===== src/rtl/bmf_pkg.sv =====
package bmf_pkg;

  localparam int SE_MAX     = 5;
  localparam int MASK_W     = SE_MAX * SE_MAX;
  localparam int MODE_W     = 2;
  localparam int DIM_W      = 3;
  localparam int SIZE_W     = 11;
  localparam int CFG_IDX_W  = 4;
  localparam int CFG_DATA_W = 25;
  localparam int QDEPTH     = 4;

  localparam int DEF_MAX_WIDTH  = 1024;
  localparam int DEF_MAX_HEIGHT = 1024;

  localparam logic OP_PIXEL = 1'b0;
  localparam logic OP_DRAIN = 1'b1;

  typedef enum logic [CFG_IDX_W-1:0] {
    CFG_MODE    = 4'd0,
    CFG_MASK    = 4'd1,
    CFG_ROWS    = 4'd2,
    CFG_COLS    = 4'd3,
    CFG_ORG_ROW = 4'd4,
    CFG_ORG_COL = 4'd5,
    CFG_WIDTH   = 4'd6,
    CFG_HEIGHT  = 4'd7
  } cfg_idx_e;

  typedef enum logic [MODE_W-1:0] {
    MODE_DILATE = 2'd0,
    MODE_ERODE  = 2'd1,
    MODE_CLOSE  = 2'd2,
    MODE_OPEN   = 2'd3
  } mode_e;

  typedef enum logic {
    KIND_DIL = 1'b0,
    KIND_ERO = 1'b1
  } kind_e;

  // per-step tags: jv = first-pass index in range, kv = output index in range
  typedef struct packed {
    logic jv;
    logic kv;
    logic last;
  } tag_t;

  typedef struct packed {
    logic pix;
    tag_t tag;
  } item_t;

  typedef struct packed {
    kind_e             kind;
    logic [DIM_W-1:0]  base_r;
    logic [DIM_W-1:0]  base_c;
    logic [MASK_W-1:0] mask;
  } stage_cfg_t;

  // Window setup for one pass. Tap (i,k) holds the pixel i lines and k
  // pixels back from the newest; it lands at (row+base_r-i, col+base_c-k).
  function automatic stage_cfg_t calc_stage_cfg(
    input logic              second,
    input mode_e             mode,
    input logic [MASK_W-1:0] se,
    input logic [DIM_W-1:0]  rows,
    input logic [DIM_W-1:0]  cols,
    input logic [DIM_W-1:0]  orr,
    input logic [DIM_W-1:0]  orc
  );
    stage_cfg_t sc;
    logic       pass;
    logic       ero;
    logic [DIM_W-1:0] rr;
    logic [DIM_W-1:0] rc;
    logic [4:0] idx;
    pass = second && (mode == MODE_DILATE || mode == MODE_ERODE);
    ero  = second ? (mode == MODE_CLOSE) : (mode == MODE_ERODE || mode == MODE_OPEN);
    sc.kind   = (ero && !pass) ? KIND_ERO : KIND_DIL;
    sc.base_r = '0;
    sc.base_c = '0;
    sc.mask   = '0;
    if (!pass) begin
      if (ero) begin
        sc.base_r = rows - DIM_W'(1) - orr;
        sc.base_c = cols - DIM_W'(1) - orc;
      end else begin
        sc.base_r = orr;
        sc.base_c = orc;
      end
    end
    for (int i = 0; i < SE_MAX; i++) begin
      for (int k = 0; k < SE_MAX; k++) begin
        rr  = rows - DIM_W'(1) - DIM_W'(i);
        rc  = cols - DIM_W'(1) - DIM_W'(k);
        idx = 5'(rr) * 5'(SE_MAX) + 5'(rc);
        if (pass) begin
          sc.mask[i*SE_MAX+k] = (i == 0) && (k == 0);
        end else if (ero) begin
          sc.mask[i*SE_MAX+k] =
            ((DIM_W'(i) < rows) && (DIM_W'(k) < cols) && se[idx]) ||
            ((DIM_W'(i) == sc.base_r) && (DIM_W'(k) == sc.base_c));
        end else begin
          sc.mask[i*SE_MAX+k] =
            (DIM_W'(i) < rows) && (DIM_W'(k) < cols) && se[i*SE_MAX+k];
        end
      end
    end
    return sc;
  endfunction

endpackage


===== src/rtl/bmf_queue.sv =====
module bmf_queue #(
  parameter int DEPTH = bmf_pkg::QDEPTH
) (
  input  logic           clk,
  input  logic           rst_n,
  input  logic           clr,
  input  logic           push_valid,
  output logic           push_ready,
  input  bmf_pkg::item_t push_item,
  output logic           pop_valid,
  input  logic           pop_ready,
  output bmf_pkg::item_t pop_item
);

  localparam int PW = $clog2(DEPTH);
  localparam int CNTW = $clog2(DEPTH + 1);

  bmf_pkg::item_t  mem_r [DEPTH];
  logic [PW-1:0]   wp_r, wp_nxt, rp_r, rp_nxt;
  logic [CNTW-1:0] cnt_r, cnt_nxt;
  logic            push, pop;

  assign push_ready = cnt_r != CNTW'(DEPTH);
  assign pop_valid  = cnt_r != '0;
  assign pop_item   = mem_r[rp_r];
  assign push = push_valid && push_ready;
  assign pop  = pop_valid && pop_ready;

  always_comb begin
    wp_nxt  = wp_r;
    rp_nxt  = rp_r;
    cnt_nxt = cnt_r;
    if (push) begin
      wp_nxt = (wp_r == PW'(DEPTH - 1)) ? '0 : wp_r + PW'(1);
    end
    if (pop) begin
      rp_nxt = (rp_r == PW'(DEPTH - 1)) ? '0 : rp_r + PW'(1);
    end
    if (push && !pop) begin
      cnt_nxt = cnt_r + CNTW'(1);
    end else if (pop && !push) begin
      cnt_nxt = cnt_r - CNTW'(1);
    end
    if (clr) begin
      wp_nxt  = '0;
      rp_nxt  = '0;
      cnt_nxt = '0;
    end
  end

  always_ff @(posedge clk) begin
    if (push) begin
      mem_r[wp_r] <= push_item;
    end
  end

  always_ff @(posedge clk) begin
    if (!rst_n) begin
      wp_r  <= '0;
      rp_r  <= '0;
      cnt_r <= '0;
    end else begin
      wp_r  <= wp_nxt;
      rp_r  <= rp_nxt;
      cnt_r <= cnt_nxt;
    end
  end

endmodule


===== config.mk =====
export PLATFORM = sky130hd
export DESIGN_NAME = bmf_queue
export DESIGN_NICKNAME = d
export VERILOG_FILES = /design/src/rtl/bmf_pkg.sv /design/src/rtl/bmf_queue.sv
export SDC_FILE = /design/constraint.sdc
export NUM_CORES = 1
export LEC_CHECK = 0
export ABC_AREA = 1
export BUFFER_PORTS_ARGS = -buffer_cell sky130_fd_sc_hd__buf_2
export CAP_MARGIN = 10
export CORE_MARGIN = 3
export CORE_UTILIZATION = 59
export CTS_CLUSTER_DIAMETER = 100
export DETAILED_ROUTE_END_ITERATION = 12
export PLACE_DENSITY = 0.81
export SYNTH_ARGS = -nofsm -noshare
export SYNTH_HDL_FRONTEND = slang
export SYNTH_SLANG_ARGS = --single-unit

===== constraint.sdc =====
create_clock -name clk -period 3.1 [get_ports clk]
set_input_delay 0 -clock clk [delete_from_list [all_inputs] [get_ports clk]]
set_output_delay 0 -clock clk [all_outputs]
set_load 0.01 [all_outputs]

==> results_dict.tcl <==
set metrics [dict create \
    crit_family "buffers and inverters" \
    final_cell_area_sq_um 1311 \
    dieWidth_microns 49.64 \
    ctsResizeCount 0 \
    htreeDepth 1 \
    hold_slack_ns 0.02152 \
    synth_compound_area_share_pct 7.572 \
    clk_latency_ns 0.31 \
    syn_avg_cell_area_sq_um 10.31 \
    clock-sinks 25 \
    fmax_ghz 0.4835 \
    vias 772 \
    finalNonFillerCells 158 \
    synth_top_family_by_area "simple AND/OR/NAND/NOR gates" \
    clock_path_buffers 2 \
    grt_pass1_wl_microns 3160 \
    tightest_slew_ns 0.4496 \
    core.rowCount 15 \
    max_slew_margin_pct 69.92 \
    seq_area_frac_synth_pct 58.80 \
    outcome "finished, final reports clean" \
    wl_microns 1851 \
    final-setup-viol-count 0 \
    antenna_found_initial 0 \
    grt_usage_pct 17.91 \
    fillers 128 \
    finalHoldViolCount 0 \
    antennaDiodeCount 0 \
    tritoncts "yes" \
    place_congestion 0.7933 \
    use_met2_pct 28.85 \
    path_clk_slew_ns 0.13 \
    final_layout_size_suffix_gt1_share_pct 17.29 \
    synthAdderAreaFrac_pct 8.463 \
    critPathRequiredTime_ns 3.37 \
    syn_nets 125 \
    post-dp-hpwl_microns 1318 \
    numPlacedInstances 147 \
    grt_pass1_vias 760 \
    p_per_area_nw_per_um2 491.9 \
    wl_per_cell_microns 11.72 \
    clock_skew_ns 0.001676 \
    cap_violations 0 \
    firstDrtPassIters 4 \
    use_met3_pct 3.625 \
    rsz0062_at_grt "false" \
    min_path_type "input pin to flip-flop" \
    die-area_sq_um 2464 \
    period_minus_slack_ns 2.068 \
    synth-xor-area-share_pct 0.7795 \
    slowest_stage "dlygate4sd3_1" \
    start_kind "flip-flop" \
    cp_max_fo 6 \
    synthMuxAreaShare_pct 0 \
    synth-simple-area-share_pct 18.04 \
    nets 150 \
    syn2layout_area_growth_pct 16.70 \
    netlist_area_sq_um 1124 \
    path_cells "nor2_4 -> nand2_2 -> nand2_1 -> inv_1 -> ha_1 -> xor2_1 -> nor3_1 -> dlygate4sd3_1" \
    cp.arrival_ns 2.34 \
    drtIter0Drc 17 \
    cts_buffers 3 \
    met1_usage_pct 20.32 \
    syn_inst 109 \
    report.power.total_w 0.0006450 \
    crit_buf_inv 2 \
    period_share_pct 66.71 \
    most-common-layout-cells "nor2_1, inv_1, edfxtp_1" \
    post-cts-setup-buffers 0 \
    drc 0 \
    rrSetupSlack_ns 1.03 \
    core_area_sq_um 1764 \
    ys_ff_latch 25 \
    ctsHoldBuffers 7 \
    cts-root-buf "clkbuf_4" \
    initial_core_util_pct 63.69 \
    slew_violations 0 \
    final_common_cell "nor2_1" \
    grt-ovfl-total 0 \
    yosysWarnings 0 \
    dieHeight_microns 49.64 \
    fin_setup_tns_ns 0 \
    path_class "flip-flop to flip-flop" \
    dpl_cell_area_sq_um 1214 \
    ioPinCount 15 \
    postRouteAntennaNets 0 \
    end_kind "flip-flop" \
    portBuffers 14 \
    busiest_layer "met2" \
    ir_worst_vdd_mv 0.3896 \
    slowest_delay_ns 0.56 \
    grt_max_degree 15 \
    p_leak_nw 0.5548 \
    via_per_inst 4.886 \
    synth_cell_types 19 \
]
stage by stage:
step	util, %	setup WS [ns]
2_1_floorplan	-	1.367
3_3_place_gp	68.79	1.337
3_5_place_dp	68.79	1.267
4_1_cts	74.33	1.050
5_1_grt	74.33	0.9115
6_report	74.33	1.032
cells by family after synthesis:
kind of cell / count (synthesis)
simple gates: 43
flops: 25
compound gates: 16
xor+xnor: 1
fa+ha+maj: 7
buf+inv: 17
worst register-to-register path, delay by kind of cell, from the launching register on:
family | cells | cell delay (ns)
buffers and inverters | 2 | 0.63
AND/OR/NAND/NOR | 4 | 0.51
flip-flops | 1 | 0.38
adder cells (fa/ha/maj) | 1 | 0.33
XOR/XNOR | 1 | 0.18
worst paths after layout:
kind,cells after the start,start,endpoint
min,4,pop_ready,rp_r[1]
min reg2reg,2,rp_r[1],rp_r[1]
max,8,cnt_r[1],cnt_r[0]
max reg2reg,8,cnt_r[1],cnt_r[0]
synthesized netlist by cell type:
cell type | n | share of area (%)
edfxtp_1 | 16 | 43
xor2_1 | 1 | 0.78
nand3_1 | 2 | 0.89
o21ai_0 | 9 | 4.0
nand2_4 | 1 | 1.0
nand4_1 | 1 | 0.56
nand3b_1 | 2 | 1.3
o22ai_1 | 4 | 2.2
nor2_1 | 21 | 7.0
nor2_4 | 2 | 2.0
ha_1 | 6 | 6.7
fa_1 | 1 | 1.8
inv_1 | 16 | 5.3
buf_6 | 1 | 1.0
dfxtp_1 | 9 | 16
nor3_1 | 1 | 0.45
a21oi_1 | 3 | 1.3
nand2_1 | 11 | 3.7
nand2_2 | 2 | 1.1
where the power goes:
part	internal [W]	switching, W
logic	0.0000515	0.0000704
registers	0.000371	0.0000123
clock network	0.0000483	0.0000918
layer usage:
| layer | wire (microns) | part of all wire [%] |
|---|---|---|
| met5 | 0 | 0 |
| met1 | 840 | 45 |
| met3 | 60 | 3.2 |
| met4 | 69 | 3.7 |
| met2 | 880 | 48 |
flip-flops by register name, summed over array words and instances, names as in the netlist, named ones only:
register	count
mem_r	16
cnt_r	3
rp_r	2
wp_r	2
final cells by class:
cell class	instances	area (sq um)	area share, %
Sequential cell	25	660.6	50.38
Tap cell	25	31.28	2.385
Clock buffer	3	22.52	1.718
Timing Repair Buffer	21	140.1	10.69
Clock inverter	1	5.005	0.3817
Inverter	16	60.06	4.580
Multi-Input combinational cell	67	391.6	29.87
Power figures use the tool's default switching activity.
