## src/rtl/bmf_pkg.sv

```systemverilog
package bmf_pkg;

  localparam int SE_MAX     = 5;
  localparam int MASK_W     = SE_MAX * SE_MAX;
  localparam int MODE_W     = 2;
  localparam int DIM_W      = 3;
  localparam int SIZE_W     = 11;
  localparam int CFG_IDX_W  = 4;
  localparam int CFG_DATA_W = 25;
  localparam int QDEPTH     = 4;

  localparam int DEF_MAX_WIDTH  = 1024;
  localparam int DEF_MAX_HEIGHT = 1024;

  localparam logic OP_PIXEL = 1'b0;
  localparam logic OP_DRAIN = 1'b1;

  typedef enum logic [CFG_IDX_W-1:0] {
    CFG_MODE    = 4'd0,
    CFG_MASK    = 4'd1,
    CFG_ROWS    = 4'd2,
    CFG_COLS    = 4'd3,
    CFG_ORG_ROW = 4'd4,
    CFG_ORG_COL = 4'd5,
    CFG_WIDTH   = 4'd6,
    CFG_HEIGHT  = 4'd7
  } cfg_idx_e;

  typedef enum logic [MODE_W-1:0] {
    MODE_DILATE = 2'd0,
    MODE_ERODE  = 2'd1,
    MODE_CLOSE  = 2'd2,
    MODE_OPEN   = 2'd3
  } mode_e;

  typedef enum logic {
    KIND_DIL = 1'b0,
    KIND_ERO = 1'b1
  } kind_e;

  // per-step tags: jv = first-pass index in range, kv = output index in range
  typedef struct packed {
    logic jv;
    logic kv;
    logic last;
  } tag_t;

  typedef struct packed {
    logic pix;
    tag_t tag;
  } item_t;

  typedef struct packed {
    kind_e             kind;
    logic [DIM_W-1:0]  base_r;
    logic [DIM_W-1:0]  base_c;
    logic [MASK_W-1:0] mask;
  } stage_cfg_t;

  // Window setup for one pass. Tap (i,k) holds the pixel i lines and k
  // pixels back from the newest; it lands at (row+base_r-i, col+base_c-k).
  function automatic stage_cfg_t calc_stage_cfg(
    input logic              second,
    input mode_e             mode,
    input logic [MASK_W-1:0] se,
    input logic [DIM_W-1:0]  rows,
    input logic [DIM_W-1:0]  cols,
    input logic [DIM_W-1:0]  orr,
    input logic [DIM_W-1:0]  orc
  );
    stage_cfg_t sc;
    logic       pass;
    logic       ero;
    logic [DIM_W-1:0] rr;
    logic [DIM_W-1:0] rc;
    logic [4:0] idx;
    pass = second && (mode == MODE_DILATE || mode == MODE_ERODE);
    ero  = second ? (mode == MODE_CLOSE) : (mode == MODE_ERODE || mode == MODE_OPEN);
    sc.kind   = (ero && !pass) ? KIND_ERO : KIND_DIL;
    sc.base_r = '0;
    sc.base_c = '0;
    sc.mask   = '0;
    if (!pass) begin
      if (ero) begin
        sc.base_r = rows - DIM_W'(1) - orr;
        sc.base_c = cols - DIM_W'(1) - orc;
      end else begin
        sc.base_r = orr;
        sc.base_c = orc;
      end
    end
    for (int i = 0; i < SE_MAX; i++) begin
      for (int k = 0; k < SE_MAX; k++) begin
        rr  = rows - DIM_W'(1) - DIM_W'(i);
        rc  = cols - DIM_W'(1) - DIM_W'(k);
        idx = 5'(rr) * 5'(SE_MAX) + 5'(rc);
        if (pass) begin
          sc.mask[i*SE_MAX+k] = (i == 0) && (k == 0);
        end else if (ero) begin
          sc.mask[i*SE_MAX+k] =
            ((DIM_W'(i) < rows) && (DIM_W'(k) < cols) && se[idx]) ||
            ((DIM_W'(i) == sc.base_r) && (DIM_W'(k) == sc.base_c));
        end else begin
          sc.mask[i*SE_MAX+k] =
            (DIM_W'(i) < rows) && (DIM_W'(k) < cols) && se[i*SE_MAX+k];
        end
      end
    end
    return sc;
  endfunction

endpackage

```

## src/rtl/bmf_front.sv

```systemverilog
module bmf_front #(
  parameter int SW = 21,
  parameter int NW = 21,
  parameter int LW = 14
) (
  input  logic                clk,
  input  logic                rst_n,
  input  logic                clr,
  input  logic [NW-1:0]       n_pix,
  input  logic [LW-1:0]       lag1,
  input  logic [LW-1:0]       lagt,
  input  logic                in_valid,
  output logic                in_ready,
  input  logic                in_opcode,
  input  logic                in_pix,
  input  logic                q_ready,
  output logic                q_valid,
  output bmf_pkg::item_t      q_item
);

  logic [SW-1:0] step_r, step_nxt;
  logic          counted;
  logic          last;
  logic          fire;

  // pixels fill the frame first; after that every beat is a flush step
  assign counted = (step_r < SW'(n_pix)) ? (in_opcode == bmf_pkg::OP_PIXEL) : 1'b1;
  assign last    = step_r == SW'(n_pix) + SW'(lagt) - SW'(1);
  assign in_ready = q_ready;
  assign q_valid  = in_valid && counted;
  assign fire     = in_valid && q_ready && counted;

  always_comb begin
    q_item.pix      = in_pix;
    q_item.tag.jv   = step_r >= SW'(lag1);
    q_item.tag.kv   = step_r >= SW'(lagt);
    q_item.tag.last = last;
    step_nxt = step_r;
    if (clr) begin
      step_nxt = '0;
    end else if (fire) begin
      step_nxt = last ? '0 : step_r + SW'(1);
    end
  end

  always_ff @(posedge clk) begin
    if (!rst_n) begin
      step_r <= '0;
    end else begin
      step_r <= step_nxt;
    end
  end

endmodule

```

## config.mk

```make
export PLATFORM = sky130hd
export DESIGN_NAME = bmf_front
export DESIGN_NICKNAME = d
export VERILOG_FILES = /design/src/rtl/bmf_pkg.sv /design/src/rtl/bmf_front.sv
export SDC_FILE = /design/constraint.sdc
export NUM_CORES = 1
export LEC_CHECK = 0
export ABC_AREA = 1
export ABC_CLOCK_PERIOD_IN_PS = 2600
export CORE_UTILIZATION = 40
export CTS_CLUSTER_DIAMETER = 50
export DETAILED_ROUTE_END_ITERATION = 7
export DONT_BUFFER_PORTS = 1
export MAX_ROUTING_LAYER = met4
export PLACE_DENSITY = 0.55
export SLEW_MARGIN = 10
export SYNTH_ARGS = -nofsm -noshare
export SYNTH_HDL_FRONTEND = slang
export SYNTH_SLANG_ARGS = --single-unit
```

## constraint.sdc

```tcl
create_clock -name clk -period 2.6 [get_ports clk]
set_clock_uncertainty 0.1 [all_clocks]
set_input_delay 0.13 -clock clk [delete_from_list [all_inputs] [get_ports clk]]
set_output_delay 0.13 -clock clk [all_outputs]
set_load 0.005 [all_outputs]
```

==> flow_summary_export.csv <==
group,metric,value,unit
power,max_rail_drop_vdd,0.222,mV
worst_setup_path,critPathKind,"in -> reg",
power,pwr_density_cell,270,mW/mm^2
drt,detail_route.drc_violations,0,
run_status,failed_checks,"negative setup slack",
synthesis,synthTopCellsByCount,"nand2_1 (183), inv_1 (160), ha_1 (82)",
drt,initialDrtViolationCount,144,
worst_setup_path,critical_path.endpoint_type,"flop",
clocking,cts_root_buf,"clkbuf_8",
drt,viasPerCell,4.87,
worst_setup_path,cp_data_required_time,2.65,ns
worst_setup_path,critPathLaunchType,"input port",
clocking,worst_skew_pair.late_latency,0.26,ns
sta,fin_crit,2.61,ns
global_routing,global_route.overflow_total,0,
cells_and_area,antenna-diode-count,0,
die,initial_util,41.6,%
sta,finalSetupTns,-0.0190,ns
cells_and_area,reg.largest.list,"step_r: 21 flops",
sta,fmaxAchievable,384,MHz
cells_and_area,final_util,49.0,%
sta,timing.final.setup_violations,4,
synthesis,top_ff_cell_synth,"dfxtp_1",
cells_and_area,finish.net_count,900,
worst_setup_path,crit_path_cell_trace,"inv_8, ha_4, inv_4, ha_4, inv_2, fa_2, nand2_2, nand2_2, nand3_2, nor2_4, buf_6, nand2_4, nor2_2, nand2_1, nor2_2, nand3_1, nor2_1, nand4_1, nand2_4, clkbuf_16, nor2_2",
die,die_x,106,um
drt,routed_wire_length,11700,um
synthesis,synthesis.area_per_instance,6.06,um^2
worst_setup_path,critical_path.top_delay_family,"simple AND/OR/NAND/NOR gates",
sta,finalHoldViolations,0,
global_routing,first_pass_grt_wire_length,18600,um
synthesis,postSynthNetCount,851,
synthesis,yosysMostFrequentCell,"nand2_1",
global_routing,grt_max_degree,22,
synthesis,synth.largest_area_cell,"ha_1",
drt,route.detailed.wl_per_inst,13.1,um
synthesis,synth-seq-cells,21,
cells_and_area,area_growth,17.9,%
sta,grt_setup_unrepaired,"yes",
power,finalPower,1.38,mW
place,port-buffer-count,0,
place,place_congestion,0.919,
clocking,tritoncts.num_buffers,3,
worst_setup_path,cpMaxStageDelayCell,"fa_2",
clocking,clock_sink_count,21,
cells_and_area,top_register,"step_r",
synthesis,synth_top_area_share,23.8,%
clocking,cts.reportedPaths.clkPinSlew,0.08,ns
sta,layout_setup_ws,-0.00552,ns
synthesis,netlist_top_cells_area,"ha_1 (24%), nand2_1 (16%), inv_1 (14%)",
sta,report.final.slew_viol_count,0,
global_routing,grt_pass1_vias,4140,
worst_setup_path,cell_seen_most_often_among_critical_path_stages,"nor2_2",
run_status,outcome,"finished, violations left",
clocking,cts_tree,"done",
die,std_cell_rows,37,
clocking,h_tree_levels,1,
synthesis,async_flop_share,0,%
sta,holdWs,0.151,ns
drt,drt_first_pass_iters,4,
flow_run,timing.max_cap.violations,0,
worst_setup_path,crit_path_max_fanout,5,
global_routing,antenna_violations_before_repair,0,
clocking,cts.path.max_buffers,2,
worst_setup_path,critical_path_arrival,2.66,ns
sta,max_slew_headroom,71.1,%
cells_and_area,largest_register_ff_count,21,
cells_and_area,drive_above_1_share,16.4,%
synthesis,netlist-cell-type-count,36,
drt,route.vias.total,4362,
global_routing,track_usage,21.5,%
synthesis,yosys_warnings,0,
worst_setup_path,max_stage_delay,0.54,ns
cells_and_area,nFillCells,1098,
die,io-pin-count,62,
synthesis,synthesis.instances,712,
sta,layout_worst_path_cycle_share,100,%
die,die-area,0.0112,mm^2
synthesis,synth_enable_flop_cells,0,
die,die_y,106,um
worst_setup_path,critical_path_buf_inv_count,5,
place,detailed_place_hpwl,10200,um
synthesis,yosysSeqAreaShare,9.75,%
clocking,ctsHoldBuffers,0,
power,p_leak,2.85,nW
hold_path,hp-class,"in -> reg",
sta,worst-slew-pin-transition,0.429,ns
die,fp.coreArea,0.0104,mm^2
place,detailedPlace.worstSlack,-0.234,ns
synthesis,mappedNetlistArea,0.00431,mm^2
drt,detail-route-antenna-nets,0,
## final timing paths
kind              start    endpoint  slack, ns  cells past startpoint
max reg2reg   step_r[4]   step_r[6]       0.19                     13
max            n_pix[1]   step_r[6]     -0.006                     21
min                 clr  step_r[15]       0.15                      4
min reg2reg  step_r[20]  step_r[20]       0.50                      2
## where the power goes
| part | switching, mW | internal [mW] | total, mW |
|---|---|---|---|
| registers | 0.000543 | 0.322 | 0.322 |
| logic | 0.495 | 0.342 | 0.837 |
| clock network | 0.109 | 0.107 | 0.216 |
## cells by family after synthesis
family	after synthesis	share of synthesized area [%]
buffers and inverters	172	15.9
and+or+nand+nor	339	34.8
xor gates and xnor gates	36	7.31
AOI/OAI and AO/OA	60	7.78
adders and majority gates	83	24.3
muxes	1	0.232
DFF	21	9.75
## placed cells by master, fill, tap and decap left out, types with 8 or more instances in the layout
cell and count:
o21ai_0 10, ha_1 75, nor2_1 41, nor2_2 19
nand2_2 11, inv_1 153, a21oi_1 35, buf_4 48
nand4_1 19, nand3_1 42, dfxtp_1 21, xor2_1 27
nand2_1 177, xnor2_1 8
## layout make-up
class | count | area, um^2 | share of cell area, %
Clock buffer | 3 | 41.3 | 0.812
Timing Repair Buffer | 53 | 453 | 8.91
Clock inverter | 1 | 5.00 | 0.0984
Inverter | 163 | 624 | 12.3
Multi-Input combinational cell | 519 | 3370 | 66.3
Tap cell | 136 | 170 | 3.35
Sequential cell | 21 | 420 | 8.27
## through the flow
| stage | area [um^2] | instances |
|---|---|---|
| detailed placement | 4780 | 886 |
| global route | 5090 | 896 |
| finish | 5090 | 896 |
| global placement | 4780 | 886 |
| CTS | 4870 | 891 |
| floorplan | 4310 | 712 |
## repair_timing
action	4_1_cts	5_1_grt
setup endpoints to repair	1	22
resized for setup	13	38
pin swaps	10	16
setup buffers	1	2
endpoints found under the hold margin	0	0
gates cloned	0	3
## worst reg2reg max path: stages (launching register included)
cell	delay, ns
dfxtp_1	0.31
ha_1	0.29
nand2_1	0.07
nor2_1	0.10
o21ai_0	0.08
o211ai_1	0.12
nand2_1	0.08
nand2_1	0.10
nand2_1	0.09
a21oi_2	0.29
nand4_1	0.26
nand2_4	0.20
clkbuf_16	0.17
nor2_2	0.03
## metal layers
| metal | track usage [%] | vias up | share of wire (%) |
|---|---|---|---|
| li1 | - | 2330 | - |
| met1 | 27.6 | 1945 | 47 |
| met2 | 36.9 | 73 | 48 |
| met3 | 0.680 | 14 | 3.4 |
| met4 | 5.85 | 0 | 1.6 |
| met5 | - | - | 0 |
(Power assumes the default switching activity.)
